File: config.mk
export PLATFORM = sky130hd
export DESIGN_NAME = sof_phase_lock_loop_filter
export DESIGN_NICKNAME = d
export VERILOG_FILES = /design/src/rtl/core/soflf_pkg.sv /design/src/rtl/core/sof_phase_lock_loop_filter.sv /design/src/rtl/core/soflf_front.sv /design/src/rtl/core/soflf_queue.sv /design/src/rtl/core/soflf_back.sv
export SDC_FILE = /design/constraint.sdc
export NUM_CORES = 1
export LEC_CHECK = 0
export BUFFER_PORTS_ARGS = -buffer_cell sky130_fd_sc_hd__buf_2
export CAP_MARGIN = 25
export CORE_ASPECT_RATIO = 0.75
export CORE_MARGIN = 4
export CORE_UTILIZATION = 45
export CTS_BUF_LIST = sky130_fd_sc_hd__clkbuf_8
export CTS_CLUSTER_DIAMETER = 80
export DETAILED_ROUTE_END_ITERATION = 10
export SYNTH_ARGS = -nofsm -noshare
export SYNTH_HDL_FRONTEND = slang
export SYNTH_SLANG_ARGS = --single-unit
File: constraint.sdc
create_clock -name clk -period 11.9 [get_ports clk]
set_clock_uncertainty 0.05 [all_clocks]
set_input_delay 1.19 -clock clk [delete_from_list [all_inputs] [get_ports clk]]
set_output_delay 1.19 -clock clk [all_outputs]
set_load 0.005 [all_outputs]
File: src/rtl/core/soflf_pkg.sv
// ----------------------------------------------------------------------------
// soflf_pkg: shared types and constants of the sof phase-lock loop filter
// Widths, scaling constants and the queue entry type used by all modules.
// ----------------------------------------------------------------------------
`default_nettype none

package soflf_pkg;

	localparam int unsigned IndexW   = 14;
	localparam int unsigned ElapsedW = 14;
	localparam int unsigned FrameW   = 11;
	localparam int unsigned PhaseW   = 12;
	localparam int unsigned OffsetW  = 9;
	localparam int unsigned NumW     = 30;
	localparam int unsigned AccW     = 32;

	// quarter-microsecond ticks of one 1 ms frame
	localparam int unsigned TicksPerFrame = 4000;

	localparam int unsigned ScaleMulW = 19;
	localparam logic [ScaleMulW-1:0] ScaleMul = 19'd349525;
	localparam int unsigned ScaleShift = 20;
	localparam int unsigned ProdW = ElapsedW + ScaleMulW;
	localparam int unsigned TickW = ProdW - ScaleShift;

	localparam logic [TickW-1:0] TickHalf  = TickW'(TicksPerFrame / 2);
	localparam logic [TickW-1:0] TickFrame = TickW'(TicksPerFrame);

	// lead = acc / 16, output = sum / 16384
	localparam int unsigned LeadShift  = 4;
	localparam int unsigned LeadW      = AccW - LeadShift;
	localparam int unsigned GainShift  = 12;
	localparam int unsigned FixedShift = 14;
	localparam int unsigned SumW       = LeadW + GainShift + 1;

	localparam int OffsetMax = 127;
	localparam int OffsetMin = -128;

	typedef struct packed {
		logic [FrameW-1:0] frame_number;
		logic [PhaseW-1:0] phase_error;
	} item_t;

endpackage

`default_nettype wire

File: src/rtl/core/sof_phase_lock_loop_filter.sv
// ----------------------------------------------------------------------------
// sof_phase_lock_loop_filter: sof-driven digital pll loop filter
// Front classifier and scaler, two-entry queue, pi filter back end.
// ----------------------------------------------------------------------------
// One beat per micro-frame event goes in, one beat comes out for each 1 ms
// frame (frame_index[2:0] == 0); other events are taken and dropped. The
// block accepts a beat every cycle while the queue is not full. A frame
// beat passes through the queue, the stage 1 register and the output
// register; the back end takes one every cycle unless the output is held.
// Then the two-entry queue holds up to two frame beats before input stalls.
`default_nettype none

module sof_phase_lock_loop_filter (
	input  wire logic        clk,
	input  wire logic        arst_n,
	input  wire logic        s_tvalid,
	output logic             s_tready,
	// [13:0] frame_index, [27:14] timer_elapsed, [31:28] zero
	input  wire logic [31:0] s_tdata,
	output logic             m_tvalid,
	input  wire logic        m_tready,
	// [10:0] frame_number, [22:11] phase_error, [31:23] pll_offset,
	// [61:32] pll_num_word, [63:62] zero
	output logic [63:0]      m_tdata
);

	logic             q_full;
	logic             q_push;
	logic             q_pop;
	logic             q_not_empty;
	soflf_pkg::item_t q_item;
	soflf_pkg::item_t q_head;

	logic [soflf_pkg::FrameW-1:0]  frame_number;
	logic [soflf_pkg::PhaseW-1:0]  phase_error;
	logic [soflf_pkg::OffsetW-1:0] pll_offset;
	logic [soflf_pkg::NumW-1:0]    pll_num_word;

	soflf_front u_front (
		.s_tvalid      (s_tvalid),
		.s_tready      (s_tready),
		.frame_index   (s_tdata[13:0]),
		.timer_elapsed (s_tdata[27:14]),
		.q_full        (q_full),
		.q_push        (q_push),
		.q_item        (q_item)
	);

	soflf_queue u_queue (
		.clk       (clk),
		.arst_n    (arst_n),
		.push      (q_push),
		.push_item (q_item),
		.pop       (q_pop),
		.full      (q_full),
		.not_empty (q_not_empty),
		.head      (q_head)
	);

	soflf_back u_back (
		.clk          (clk),
		.arst_n       (arst_n),
		.q_not_empty  (q_not_empty),
		.q_head       (q_head),
		.q_pop        (q_pop),
		.m_tvalid     (m_tvalid),
		.m_tready     (m_tready),
		.frame_number (frame_number),
		.phase_error  (phase_error),
		.pll_offset   (pll_offset),
		.pll_num_word (pll_num_word)
	);

	assign m_tdata = {2'b00, pll_num_word, pll_offset, phase_error, frame_number};

endmodule

`default_nettype wire

File: src/rtl/core/soflf_front.sv
// ----------------------------------------------------------------------------
// soflf_front: input classification and phase scaling
// Drops micro-frame beats, scales the timer count to ticks and wraps the phase.
// ----------------------------------------------------------------------------
`default_nettype none

module soflf_front (
	input  wire logic                             s_tvalid,
	output logic                                  s_tready,
	input  wire logic [soflf_pkg::IndexW-1:0]     frame_index,
	input  wire logic [soflf_pkg::ElapsedW-1:0]   timer_elapsed,
	input  wire logic                             q_full,
	output logic                                  q_push,
	output soflf_pkg::item_t                      q_item
);

	logic [soflf_pkg::ProdW-1:0] prod;
	logic [soflf_pkg::TickW-1:0] tick;
	logic [soflf_pkg::TickW-1:0] phase;

	assign s_tready = !q_full;

	// only whole 1 ms frames reach the filter
	assign q_push = s_tvalid && !q_full && (frame_index[2:0] == 3'd0);

	assign prod = soflf_pkg::ProdW'(timer_elapsed) * soflf_pkg::ProdW'(soflf_pkg::ScaleMul);
	assign tick = prod[soflf_pkg::ProdW-1:soflf_pkg::ScaleShift];

	always_comb begin
		if (tick >= soflf_pkg::TickHalf) begin
			phase = tick - soflf_pkg::TickFrame;
		end else begin
			phase = tick;
		end
	end

	assign q_item.frame_number = frame_index[soflf_pkg::IndexW-1:3];
	assign q_item.phase_error  = phase[soflf_pkg::PhaseW-1:0];

endmodule

`default_nettype wire

File: src/rtl/core/soflf_queue.sv
// ----------------------------------------------------------------------------
// soflf_queue: two-entry queue between front and back
// Registered storage; push and pop may happen in the same cycle.
// ----------------------------------------------------------------------------
`default_nettype none

module soflf_queue (
	input  wire logic              clk,
	input  wire logic              arst_n,
	input  wire logic              push,
	input  soflf_pkg::item_t       push_item,
	input  wire logic              pop,
	output logic                   full,
	output logic                   not_empty,
	output soflf_pkg::item_t       head
);

	soflf_pkg::item_t entry_q [2];
	logic       wr_ptr_q;
	logic       rd_ptr_q;
	logic [1:0] count_q;

	assign full      = (count_q == 2'd2);
	assign not_empty = (count_q != 2'd0);
	assign head      = entry_q[rd_ptr_q];

	always_ff @(posedge clk) begin
		if (push) begin
			entry_q[wr_ptr_q] <= push_item;
		end
	end

	always_ff @(posedge clk or negedge arst_n) begin
		if (!arst_n) begin
			wr_ptr_q <= 1'b0;
			rd_ptr_q <= 1'b0;
			count_q  <= 2'd0;
		end else begin
			if (push) begin
				wr_ptr_q <= !wr_ptr_q;
			end
			if (pop) begin
				rd_ptr_q <= !rd_ptr_q;
			end
			case ({push, pop})
				2'b10:   count_q <= count_q + 2'd1;
				2'b01:   count_q <= count_q - 2'd1;
				default: count_q <= count_q;
			endcase
		end
	end

`ifndef SYNTHESIS
	a_no_push_full: assert property (@(posedge clk) disable iff (!arst_n)
		!(push && full)) else $error("queue push while full");
	a_no_pop_empty: assert property (@(posedge clk) disable iff (!arst_n)
		!(pop && !not_empty)) else $error("queue pop while empty");
	a_count_range: assert property (@(posedge clk) disable iff (!arst_n)
		count_q != 2'd3) else $error("queue count out of range");
`endif

endmodule

`default_nettype wire

File: src/rtl/core/soflf_back.sv
// ----------------------------------------------------------------------------
// soflf_back: loop filter and output register
// Stage 1 updates the lead and integral accumulators, stage 2 forms the
// clipped, negated offset into the output register.
// ----------------------------------------------------------------------------
`default_nettype none

module soflf_back (
	input  wire logic                            clk,
	input  wire logic                            arst_n,
	input  wire logic                            q_not_empty,
	input  soflf_pkg::item_t                     q_head,
	output logic                                 q_pop,
	output logic                                 m_tvalid,
	input  wire logic                            m_tready,
	output logic [soflf_pkg::FrameW-1:0]         frame_number,
	output logic [soflf_pkg::PhaseW-1:0]         phase_error,
	output logic [soflf_pkg::OffsetW-1:0]        pll_offset,
	output logic [soflf_pkg::NumW-1:0]           pll_num_word
);

	localparam int unsigned AccW  = soflf_pkg::AccW;
	localparam int unsigned LeadW = soflf_pkg::LeadW;
	localparam int unsigned SumW  = soflf_pkg::SumW;
	localparam int unsigned PhW   = soflf_pkg::PhaseW;

	logic signed [AccW-1:0] lead_acc_q;
	logic signed [AccW-1:0] integ_acc_q;

	logic                    valid_s1;
	soflf_pkg::item_t        item_s1;
	logic                    pos_s1;
	logic                    neg_s1;
	logic signed [LeadW-1:0] lead_s1;
	logic signed [AccW-1:0]  integ_s1;

	logic load_s1;
	logic load_s2;

	logic signed [AccW-1:0]  phase_ext;
	logic signed [AccW-1:0]  acc_sum;
	logic signed [AccW:0]    lead_bias;
	logic signed [AccW:0]    lead_full;
	logic signed [LeadW-1:0] lead;

	logic signed [SumW-1:0]  sign_term;
	logic signed [SumW-1:0]  lead_term;
	logic signed [SumW-1:0]  integ_term;
	logic signed [SumW-1:0]  sum;
	logic signed [SumW-1:0]  sum_bias;
	logic signed [SumW-1:0]  filt_full;
	logic signed [7:0]       filt;
	logic signed [soflf_pkg::OffsetW-1:0] offset;

	assign load_s2 = !m_tvalid || m_tready;
	assign load_s1 = !valid_s1 || load_s2;
	assign q_pop   = q_not_empty && load_s1;

	// lead path: acc += phase, lead = acc / 16 toward zero, acc -= lead
	assign phase_ext = AccW'($signed(q_head.phase_error));
	assign acc_sum   = lead_acc_q + phase_ext;
	assign lead_bias = (AccW+1)'(acc_sum) + (acc_sum[AccW-1] ? (AccW+1)'(15) : '0);
	assign lead_full = lead_bias >>> soflf_pkg::LeadShift;
	assign lead      = lead_full[LeadW-1:0];

	always_ff @(posedge clk or negedge arst_n) begin
		if (!arst_n) begin
			lead_acc_q  <= '0;
			integ_acc_q <= '0;
			valid_s1    <= 1'b0;
		end else begin
			if (q_pop) begin
				lead_acc_q  <= acc_sum - AccW'(lead);
				integ_acc_q <= integ_acc_q + phase_ext;
			end
			if (load_s1) begin
				valid_s1 <= q_pop;
			end
		end
	end

	always_ff @(posedge clk) begin
		if (q_pop) begin
			item_s1  <= q_head;
			pos_s1   <= !q_head.phase_error[PhW-1] && (q_head.phase_error != '0);
			neg_s1   <= q_head.phase_error[PhW-1];
			lead_s1  <= lead;
			integ_s1 <= integ_acc_q;
		end
	end

	// output = (sign*4096 + lead*4096 + integral) / 16384 toward zero
	always_comb begin
		if (pos_s1) begin
			sign_term = SumW'(4096);
		end else if (neg_s1) begin
			sign_term = -SumW'(4096);
		end else begin
			sign_term = '0;
		end
	end

	assign lead_term  = $signed({lead_s1[LeadW-1], lead_s1, {soflf_pkg::GainShift{1'b0}}});
	assign integ_term = SumW'(integ_s1);
	assign sum        = sign_term + lead_term + integ_term;
	assign sum_bias   = sum + (sum[SumW-1] ? SumW'(16383) : '0);
	assign filt_full  = sum_bias >>> soflf_pkg::FixedShift;

	always_comb begin
		if (filt_full > SumW'(soflf_pkg::OffsetMax)) begin
			filt = 8'(soflf_pkg::OffsetMax);
		end else if (filt_full < SumW'(soflf_pkg::OffsetMin)) begin
			filt = 8'(soflf_pkg::OffsetMin);
		end else begin
			filt = filt_full[7:0];
		end
	end

	assign offset = -soflf_pkg::OffsetW'(filt);

	always_ff @(posedge clk or negedge arst_n) begin
		if (!arst_n) begin
			m_tvalid <= 1'b0;
		end else if (load_s2) begin
			m_tvalid <= valid_s1;
		end
	end

	always_ff @(posedge clk) begin
		if (load_s2 && valid_s1) begin
			frame_number <= item_s1.frame_number;
			phase_error  <= item_s1.phase_error;
			pll_offset   <= offset;
			pll_num_word <= soflf_pkg::NumW'(offset);
		end
	end

`ifndef SYNTHESIS
	a_offset_range: assert property (@(posedge clk) disable iff (!arst_n)
		m_tvalid |-> ($signed(pll_offset) >= -9'sd127))
		else $error("pll offset below range");
	a_num_word: assert property (@(posedge clk) disable iff (!arst_n)
		m_tvalid |-> (pll_num_word == soflf_pkg::NumW'($signed(pll_offset))))
		else $error("numerator word does not match offset");
	a_phase_range: assert property (@(posedge clk) disable iff (!arst_n)
		m_tvalid |-> ($signed(phase_error) >= -12'sd2000))
		else $error("phase below range");
`endif

endmodule

`default_nettype wire

==> metrics.md, run 1 <==
| Metric | Value |
|---|---|
| Mean post-synth cell area | `10.1 um^2` |
| Avg WL per Cell | `16.0 um` |
| Number of flops mapped to enable cells by yosys | `162` |
| Vias/cell | `5.42` |
| Router iterations before antenna repair | `5` |
| Area share of the largest cell type after synthesis | `24.8%` |
| Die Span X | `249 um` |
| Crit start category | `register` |
| Clock buffer depth | `3` |
| Setup bufs post-CTS | `0` |
| WP buf/inv | `4` |
| CP Data Arrival Time | `10.31 ns` |
| Die Area | `47000 um^2` |
| CTS buffer count | `42` |
| Slowest-stage cell, CP | `a2111oi_0` |
| Setup TNS Final | `0 ns` |
| Worst Path Required | `12.30 ns` |
| Io pins | `102` |
| Final Hold Viols | `0` |
| Ys Warns | `0` |
| CTS tree | `built` |
| Antenna cells | `0` |
| Die H | `189 um` |
| Post-synthesis async set-or-reset flop share | `30.2%` |
| DP HPWL | `32800 um` |
| Area Growth Syn to Fin | `9.89%` |
| Max Fclk | `101 MHz` |
| Hold_buf cts | `0` |
| I/O Buffers | `95` |
| Commonest non-fill, non-tap cell in the layout | `ha_1` |
| Post-Syn Area | `19600 um^2` |
| Hold path cells | `0` |
| Slowest stage delay, CP | `0.60 ns` |
| Largest cells by area after synthesis | `edfxtp_1, ha_1, dfrtp_1` |
| Cell taking the most area after synthesis | `edfxtp_1` |
| Post-synth top flop | `edfxtp_1` |
| Most frequent cells in the layout | `ha_1, edfxtp_1, nand2_1` |
| FP Rows | `65` |
| Synth unique cells | `108` |
| H-tree lvl count | `2` |
| Synthesized flop and latch total | `232` |
| Worst-margin pin slew | `0.962 ns` |
| # resized after CTS | `0` |
| R2R depth | `36` |
| Clock sinks | `232` |
| Gr usage total | `17.8%` |
| Final antenna-violating net count | `0` |
| Outcome | `completed` |
| Antenna violations before repair | `0` |
| Slew margin rel. | `35.8%` |
| NumNets Final | `2375` |
| Tmin final | `9.91 ns` |
| Skew-Pair Late Insertion Delay | `0.60 ns` |
| CP Capture Type | `register` |
| Hold crit path type | `register to register` |
| Share of layout cells above drive strength 1 | `12.8%` |
| Design Area, Final | `21600 um^2` |
| First-pass GRT wire length | `70000 um` |
| Number of max-cap violations | `0` |
| GRT Residual Overflow | `0` |
| Slew Viols, Final | `0` |
| Pin count of the biggest net entering global routing | `111` |
| Worst path top cell family by delay | `compound AO/OA/AOI/OAI gates` |
| Final setup violation count | `0` |
| CP Depth | `36` |
| Post-Syn Instances | `1945` |
| Drt total wl | `42100 um` |
| Detailed Route Iter0 Violations | `726` |
| Via count | `14.3k` |
| DRC viols | `0` |
| Crit Path Max Fanout | `11` |
| Core area | `42500 um^2` |
| Placed cell areas | `20500 um^2` |
| Number of global-route vias before repair | `14.1k` |
| Fin crit share | `83.3%` |
| Clock slew at reported path FFs | `0.06 ns` |
| CP Class | `register to register` |
| Routability cong. | `0.843` |
| Post-synthesis sequential area ratio | `33.7%` |
| RSZ-0062 raised after global routing | `false` |
| Initial core utilization | `46.1%` |
| Root Buffer | `clkbuf_8` |
-- final cells by class --
cell class                 count  area (um^2)
clock buffer                  43          592
clock inverter                33          407
fill                        3873        21000
inverter                     128          483
multi-input combinational   1524        12200
sequential                   232         6620
tap                          569          712
timing repair buffer         105          573
-- kinds of logic after synthesis --
family / share of synthesized area, %
adders and majority gates: 21.5
DFF: 33.7
and+or+nand+nor: 13.1
buffers and inverters: 4.34
AOI/OAI and AO/OA: 17.2
muxes: 1.69
other: 0.0191
xor gates and xnor gates: 8.48
-- per-layer routing --
| metal | part of all wire (%) | track usage [%] | wire length, um | up-vias |
|---|---|---|---|---|
| met5 | 0 | 0 | 0 | - |
| met4 | 1.7 | 3.97 | 706 | 0 |
| met3 | 4.2 | 2.75 | 1770 | 53 |
| met2 | 42 | 27.3 | 17600 | 262 |
| met1 | 52 | 26.7 | 22000 | 6699 |
| li1 | - | - | - | 7253 |
-- worst paths after layout --
| check | start | to | slack (ns) |
|---|---|---|---|
| worst max-delay path | u_queue.rd_ptr_q$_DFFE_PN0P_ | u_back.lead_acc_q[30]$_DFFE_PN0P_ | 1.99 |
| worst min-delay path | u_back.item_s1[0]$_DFFE_PP_ | u_back.phase_error[0]$_DFFE_PP_ | 0.34 |
| worst max register to register | u_queue.rd_ptr_q$_DFFE_PN0P_ | u_back.lead_acc_q[30]$_DFFE_PN0P_ | 1.99 |
| worst min register to register | u_back.item_s1[0]$_DFFE_PP_ | u_back.phase_error[0]$_DFFE_PP_ | 0.34 |
| max in group asynchronous | arst_n | u_back.m_tvalid$_DFFE_PN0P_ | 10.75 |
| min in group asynchronous | arst_n | u_back.lead_acc_q[29]$_DFFE_PN0P_ | 0.44 |
-- Yosys cell counts, drive strengths merged, types with 6 or more instances --
library cell / count
o21bai: 17
buf: 38
o31ai: 11
or3: 15
and3: 25
nor2: 94
fa: 51
a21boi: 8
a21oi: 107
xor2: 97
o22ai: 8
a211oi: 14
and2: 22
o31a: 6
o21ai: 122
inv: 127
a31oi: 24
dfrtp: 70
or2: 17
o21a: 26
nor4: 12
a211o: 6
nor2b: 15
nand2b: 32
nand4: 18
nor4b: 6
nand2: 149
ha: 255
nand3: 38
edfxtp: 162
a2111oi: 7
a21o: 91
mux2: 25
xnor2: 90
o211ai: 14
nor3: 30
clkbuf: 24
-- through the flow --
step / setup slack [ns] / hold slack (ns) / util (%) / cells
after floorplan: 3.36 / 0.350 / - / 1946
after global placement: 1.98 / 0.351 / 48.3 / 2557
after detailed placement: 1.85 / 0.355 / 48.3 / 2557
after CTS: 1.89 / 0.328 / 50.6 / 2633
after global routing: 0.930 / 0.337 / 50.7 / 2634
final: 1.99 / 0.341 / 50.7 / 2634
-- sequential cells by signal (all words and copies together), names as in the netlist, 2 cells and up --
| register | count |
|---|---|
| u_back.integ_acc_q | 32 |
| u_back.lead_acc_q | 32 |
| u_back.frame_number | 11 |
| u_back.lead_s1 | 28 |
| u_back.integ_s1 | 32 |
| u_queue.count_q | 2 |
| u_back.item_s1 | 22 |
| u_queue.entry_q | 46 |
| u_back.pll_offset | 9 |
| u_back.phase_error | 12 |
Power of run 1 is not shown: default switching activity piles up to over one toggle a cycle in this logic, so the estimate is an artifact.
==> run 2, diff against run 1 <==
--- a/config.mk
+++ b/config.mk
@@ -5,6 +5,7 @@
 export SDC_FILE = /design/constraint.sdc
 export NUM_CORES = 1
 export LEC_CHECK = 0
+export ABC_AREA = 1
 export BUFFER_PORTS_ARGS = -buffer_cell sky130_fd_sc_hd__buf_2
 export CAP_MARGIN = 25
 export CORE_ASPECT_RATIO = 0.75
==> constraint.sdc (replaced) <==
create_clock -name clk -period 8.07 [get_ports clk]
set_clock_uncertainty 0.05 [all_clocks]
set_input_delay 0.807 -clock clk [delete_from_list [all_inputs] [get_ports clk]]
set_output_delay 0.807 -clock clk [all_outputs]
set_load 0.005 [all_outputs]
==> metrics.md, run 2 <==
| Metric | Value |
|---|---|
| Antenna violations before repair | `1 (+1)` |
| Post-place setup slack | `0.653 ns (-1.20 ns)` |
| Slew margin rel. | `44.3% (+8.4 points)` |
| RSZ-0062 raised after global routing | `false` |
| Post-synth top cells | `nand2_1, inv_1, ha_1` |
| Most frequent cells in the layout | `nand2_1, inv_1, ha_1` |
| CTS buffer count | `40 (-4.8%)` |
| Setup TNS Final | `0 ns (unchanged)` |
| Root Buffer | `clkbuf_8` |
| DRC viols | `0 (unchanged)` |
| Detailed Route Iter0 Violations | `1121 (+54%)` |
| Design Area, Final | `22600 um^2 (+4.6%)` |
| Outcome | `completed` |
| I/O Buffers | `95 (unchanged)` |
| Fin crit share | `89.3% (+6.0 points)` |
| NumNets Final | `3009 (+27%)` |
| Gr usage total | `19.5% (+1.8 points)` |
| Largest cells by area after synthesis | `edfxtp_1, ha_1, nand2_1` |
| Clock buffer depth | `3 (unchanged)` |
| Crit Path Max Fanout | `20 (+9)` |
| Ys Warns | `0 (unchanged)` |
| Avg WL per Cell | `15.0 um (-6.4%)` |
| CP Capture Type | `register` |
| DP HPWL | `39900 um (+21%)` |
| Final antenna-violating net count | `0 (unchanged)` |
| Vias/cell | `5.16 (-4.8%)` |
| Worst path top cell family by delay | `simple AND/OR/NAND/NOR gates` |
| Number of max-cap violations | `0 (unchanged)` |
| RR Startpoint | `u_back.pos_s1$_DFFE_PP_` |
| Hold crit path type | `primary input to async pin` |
| FP Rows | `67 (+3.1%)` |
| First-pass GRT wire length | `81000 um (+16%)` |
| Final setup margin | `0.861 ns (-1.13 ns)` |
| Area share of the largest cell type after synthesis | `23.4% (-1.4 points)` |
| Post-Syn Instances | `2569 (+32%)` |
| CP Class | `register to register` |
| Pin count of the biggest net entering global routing | `115 (+3.6%)` |
| Io pins | `102 (unchanged)` |
| Clock slew at reported path FFs | `0.06 ns (about the same)` |
| Tmin final | `7.21 ns (-2.70 ns)` |
| Post-synthesis async set-or-reset flop share | `30.2% (unchanged)` |
| Area Growth Syn to Fin | `8.61%` |
| Number of flops mapped to enable cells by yosys | `162 (unchanged)` |
| Post-synth top flop | `edfxtp_1` |
| Number of global-route vias before repair | `16.4k (+17%)` |
| Worst Path Required | `8.35 ns (-3.95 ns)` |
| Share of layout cells above drive strength 1 | `10.5% (-2.3 points)` |
| Cell taking the most area after synthesis | `edfxtp_1` |
| Most numerous cell in the Yosys netlist | `nand2_1` |
| GRT Residual Overflow | `0 (unchanged)` |
| Die H | `194 um (+2.8%)` |
| Synthesized flop and latch total | `232 (unchanged)` |
| Slowest stage delay, CP | `0.55 ns (-0.05 ns)` |
| Max reg flops | `46 (unchanged)` |
| Post-Syn Area | `20800 um^2 (+5.8%)` |
| Final setup violation count | `0 (unchanged)` |
| Die Area | `49700 um^2 (+5.6%)` |
| Via count | `16.9k (+19%)` |
| Max Fclk | `139 MHz (+37%)` |
| WP buf/inv | `4 (unchanged)` |
| Placed cell areas | `21800 um^2 (+6.0%)` |
| Skew-Pair Late Insertion Delay | `0.59 ns (about the same)` |
| Crit start category | `register` |
| Clock sinks | `232 (unchanged)` |
| Synth unique cells | `61 (-44%)` |
| Die Span X | `256 um (+2.8%)` |
| Router iterations before antenna repair | `5 (unchanged)` |
| CP Data Arrival Time | `7.49 ns (-2.82 ns)` |
| Commonest non-fill, non-tap cell in the layout | `nand2_1` |
| Post-synthesis sequential area ratio | `31.9% (-1.9 points)` |
| Initial core utilization | `46.1% (-0.081 points)` |
| Drt total wl | `49200 um (+17%)` |
| Slew Viols, Final | `0 (unchanged)` |
| Mean post-synth cell area | `8.08 um^2 (-20%)` |
| H-tree lvl count | `2 (unchanged)` |
| CTS tree | `built` |
| Crit path from | `u_back.pos_s1$_DFFE_PP_` |
| Setup bufs post-CTS | `0 (unchanged)` |
| Worst-margin pin slew | `0.836 ns (-0.126 ns)` |
| Slowest-stage cell, CP | `nor2_4` |
| Final Hold Viols | `0 (unchanged)` |
| Top reg by flops | `u_queue.entry_q` |
| Routability cong. | `0.898 (+6.5%)` |
| Most used cell, CP | `nand2_1` |
| Core area | `45100 um^2 (+6.0%)` |
## run 2: worst reg2reg max path: cells and delay by family, from the launching register on
kind,cells,cell delay (ns)
buffers and inverters,4,0.47
adders and majority gates,4,1.15
DFF,1,0.47
AOI/OAI and AO/OA,2,0.28
and+or+nand+nor,25,4.27
xor gates and xnor gates,2,0.27
## run 2: final timing paths
check,end,slack (ns),cells past startpoint
setup / recovery,u_back.pll_offset[6]$_DFFE_PP_,0.86,37
max in group asynchronous,u_queue.wr_ptr_q$_DFFE_PN0P_,6.83,2
setup reg to reg,u_back.pll_offset[6]$_DFFE_PP_,0.86,37
min in group clk,u_back.phase_error[5]$_DFFE_PP_,0.32,0
hold reg to reg,u_back.phase_error[5]$_DFFE_PP_,0.32,0
hold / removal,u_back.integ_acc_q[31]$_DFFE_PN0P_,0.11,1
## run 2: routing by layer
layer / vias up / global-route usage [%] / routed length (um)
met5: - / 0 / 0
met4: 0 / 4.41 / 936
met3: 71 / 2.60 / 2430
met2: 371 / 30.3 / 20800
met1: 7793 / 29.2 / 25000
li1: 8705 / - / -
## run 2: cell families (layout without fill, tap and decap cells)
group,count (synthesis),count (layout),share of synthesized area (%)
multiplexers,2,2,0.0964
other,1,3,0.0181
adder cells (fa/ha/maj),306,306,20.3
AO/OA/AOI/OAI,393,393,10.8
AND/OR/NAND/NOR,1053,1053,22.1
XOR/XNOR,149,149,6.43
flip-flops,232,232,31.9
buffers and inverters,433,561,8.48
## run 2: per-stage QoR
| stage | std cells | hold WS [ns] | util, % |
|---|---|---|---|
| after floorplan | 2570 | 0.350 | - |
| after global placement | 3209 | 0.353 | 48.3 |
| after detailed placement | 3209 | 0.356 | 48.3 |
| after CTS | 3282 | 0.0911 | 49.9 |
| after global routing | 3285 | 0.110 | 50.0 |
| final | 3285 | 0.113 | 50.0 |
## run 2: layout make-up
type | count | area (um^2)
repair buffers | 109 | 616
clock inverters | 32 | 180
inverters | 379 | 1430
clock buffers | 41 | 564
well taps | 586 | 733
fillers | 4275 | 22500
multi-input cells | 1905 | 12400
flip-flops and latches | 232 | 6620
diodes | 1 | 2.50
## run 2: repair_timing
action | CTS | global route
hold buffers | 0 | 0
gates resized for setup | 0 | 2
endpoints found under the setup margin | 0 | 3
Power of run 2 is left out for the same reason.
==> run 3, diff against run 2 <==
--- a/config.mk
+++ b/config.mk
@@ -11,7 +11,6 @@
 export CORE_ASPECT_RATIO = 0.75
 export CORE_MARGIN = 4
 export CORE_UTILIZATION = 45
-export CTS_BUF_LIST = sky130_fd_sc_hd__clkbuf_8
 export CTS_CLUSTER_DIAMETER = 80
 export DETAILED_ROUTE_END_ITERATION = 10
 export SYNTH_ARGS = -nofsm -noshare
==> constraint.sdc (replaced) <==
create_clock -name clk -period 6.8 [get_ports clk]
set_clock_uncertainty 0.05 [all_clocks]
set_input_delay 0.68 -clock clk [delete_from_list [all_inputs] [get_ports clk]]
set_output_delay 0.68 -clock clk [all_outputs]
set_load 0.005 [all_outputs]
==> metrics.md, run 3 (synthesis results as in run 2) <==
| Metric | Value |
|---|---|
| Root Buffer | `clkbuf_16` |
| Number of max-cap violations | `0 (unchanged)` |
| CP Class | `register to register` |
| Most frequent cells in the layout | `nand2_1, inv_1, ha_1` |
| Top layer in use | `met4` |
| Final Hold Viols | `0 (unchanged)` |
| Drt total wl | `50700 um (+3.0%)` |
| Clock sinks | `232 (unchanged)` |
| Hold slack | `0.0243 ns (-0.0882 ns)` |
| Area Growth Syn to Fin | `17.2%` |
| Slew margin rel. | `49.8% (+5.5 points)` |
| M1 wire length | `25600 um (+2.2%)` |
| Most used cell, CP | `nand2_1` |
| Crit start category | `register` |
| Top reg by flops | `u_queue.entry_q` |
| Avg WL per Cell | `14.9 um (-0.57%)` |
| Hold crit path type | `primary input to async pin` |
| Met2 WL post-DR | `21900 um (+5.2%)` |
| Skew-Pair Late Insertion Delay | `0.55 ns (-0.04 ns)` |
| Post-place setup slack | `-0.0378 ns (-0.691 ns)` |
| Setup TNS Final | `0 ns (unchanged)` |
| Max reg flops | `46 (unchanged)` |
| CTS buffer count | `28 (-30%)` |
| Die Area | `49700 um^2 (unchanged)` |
| Outcome | `completed` |
| Io pins | `102 (unchanged)` |
| Worst Path Required | `7.16 ns (-1.19 ns)` |
| CP Data Arrival Time | `6.66 ns (-0.83 ns)` |
| DRC viols | `0 (unchanged)` |
| Via count | `17.5k (+3.1%)` |
| Crit Path Max Fanout | `4 (-80%)` |
| Clock buffer depth | `3 (unchanged)` |
| NumNets Final | `3139 (+4.3%)` |
| Slowest stage delay, CP | `0.34 ns (-0.21 ns)` |
| I/O Buffers | `95 (unchanged)` |
| CTS tree | `built` |
| Number of global-route vias before repair | `17.4k (+5.9%)` |
| CP Capture Type | `register` |
| Met3 WL | `2200 um (-9.3%)` |
| Worst-margin pin slew | `0.751 ns (-0.0850 ns)` |
| Max Fclk | `159 MHz (+14%)` |
| Commonest non-fill, non-tap cell in the layout | `nand2_1` |
| Core area | `45100 um^2 (unchanged)` |
| Final setup violation count | `0 (unchanged)` |
| H-tree lvl count | `1 (-1)` |
| GRT Residual Overflow | `0 (unchanged)` |
| FP Rows | `67 (unchanged)` |
| Tmin final | `6.30 ns (-0.909 ns)` |
| Antenna violations before repair | `0 (-1)` |
| Detailed Route Iter0 Violations | `978 (-13%)` |
| Pin count of the biggest net entering global routing | `116 (+0.87%)` |
| Antenna cells | `0 (-1)` |
| Share of layout cells above drive strength 1 | `17.2% (+6.7 points)` |
| DP HPWL | `40800 um (+2.3%)` |
| Slew Viols, Final | `0 (unchanged)` |
| Final setup margin | `0.499 ns (-0.361 ns)` |
| First-pass GRT wire length | `84700 um (+4.5%)` |
| Clock slew at reported path FFs | `0.06 ns (about the same)` |
| Routability cong. | `0.902 (+0.42%)` |
| Vias/cell | `5.13 (-0.51%)` |
| Router iterations before antenna repair | `5 (unchanged)` |
| Final antenna-violating net count | `0 (unchanged)` |
| Gr usage total | `20.1% (+0.55 points)` |
| Slowest-stage cell, CP | `dfrtp_1` |
| Fin crit share | `92.7% (+3.3 points)` |
| Die H | `194 um (unchanged)` |
| Initial core utilization | `46.1% (unchanged)` |
| Worst R2R Setup Slack | `0.50 ns (-0.36 ns)` |
| Die Span X | `256 um (unchanged)` |
[run 3: changes by cell type in the layout (fill, tap and decap cells not counted), moves of 9 or more]
cell,before,now
clkbuf_16,0,28
ha_1,255,223
o21ai_0,122,111
inv_1,356,343
ha_2,0,9
ha_4,0,23
buf_4,13,145
a21oi_2,6,20
a21oi_1,161,146
clkbuf_8,41,1
[run 3: timing repair]
| item | 4_1_cts | 5_1_grt |
|---|---|---|
| endpoints found under the setup margin | 0 | 28 |
| resized for setup | 0 | 106 |
| hold buffers | 0 | 0 |
| buffers inserted | 0 | 15 |
[run 3: layout make-up]
cell class / instances / area [um^2]
clock inverters: 17 / 199
well taps: 586 / 733
repair buffers: 251 / 1750
multi-input cells: 1905 / 12900
fillers: 4145 / 20700
flip-flops and latches: 232 / 6620
clock buffers: 34 / 733
inverters: 379 / 1430
[run 3: per-stage QoR]
stage               utilization (%)  cell area, um^2  instances
floorplan                         -            20800       2570
global placement               50.4            22700       3335
detailed placement             50.4            22700       3335
CTS                            52.4            23700       3386
global route                   54.0            24400       3404
finish                         54.0            24400       3404
[run 3: worst max-delay path: cells and delay by family, from the launching register on]
kind / cells / cell delay [ns]
flops: 1 / 0.34
fa+ha+maj: 3 / 0.90
xor+xnor: 2 / 0.37
buf+inv: 9 / 0.93
compound gates: 15 / 1.96
simple gates: 18 / 1.61
[run 3: worst paths after layout]
kind,startpoint,to,depth (start not counted)
max,u_queue.rd_ptr_q$_DFFE_PN0P_,u_back.lead_acc_q[26]$_DFFE_PN0P_,47
min,arst_n,u_back.lead_acc_q[31]$_DFFE_PN0P_,1
max reg2reg,u_queue.rd_ptr_q$_DFFE_PN0P_,u_back.lead_acc_q[26]$_DFFE_PN0P_,47
min reg2reg,u_back.item_s1[16]$_DFFE_PP_,u_back.frame_number[4]$_DFFE_PP_,0
max in group asynchronous,arst_n,u_back.m_tvalid$_DFFE_PN0P_,2
min in group clk,s_tdata[6],u_queue.entry_q[0][15]$_DFFE_PP_,1
[run 3: metal layers]
| layer | vias to the layer above | track usage [%] |
|---|---|---|
| met4 | 0 | 4.61 |
| li1 | 8976 | - |
| met1 | 8042 | 30.0 |
| met3 | 72 | 1.97 |
| met2 | 375 | 31.7 |
| met5 | - | 0 |
Power of run 3 is left out for the same reason.
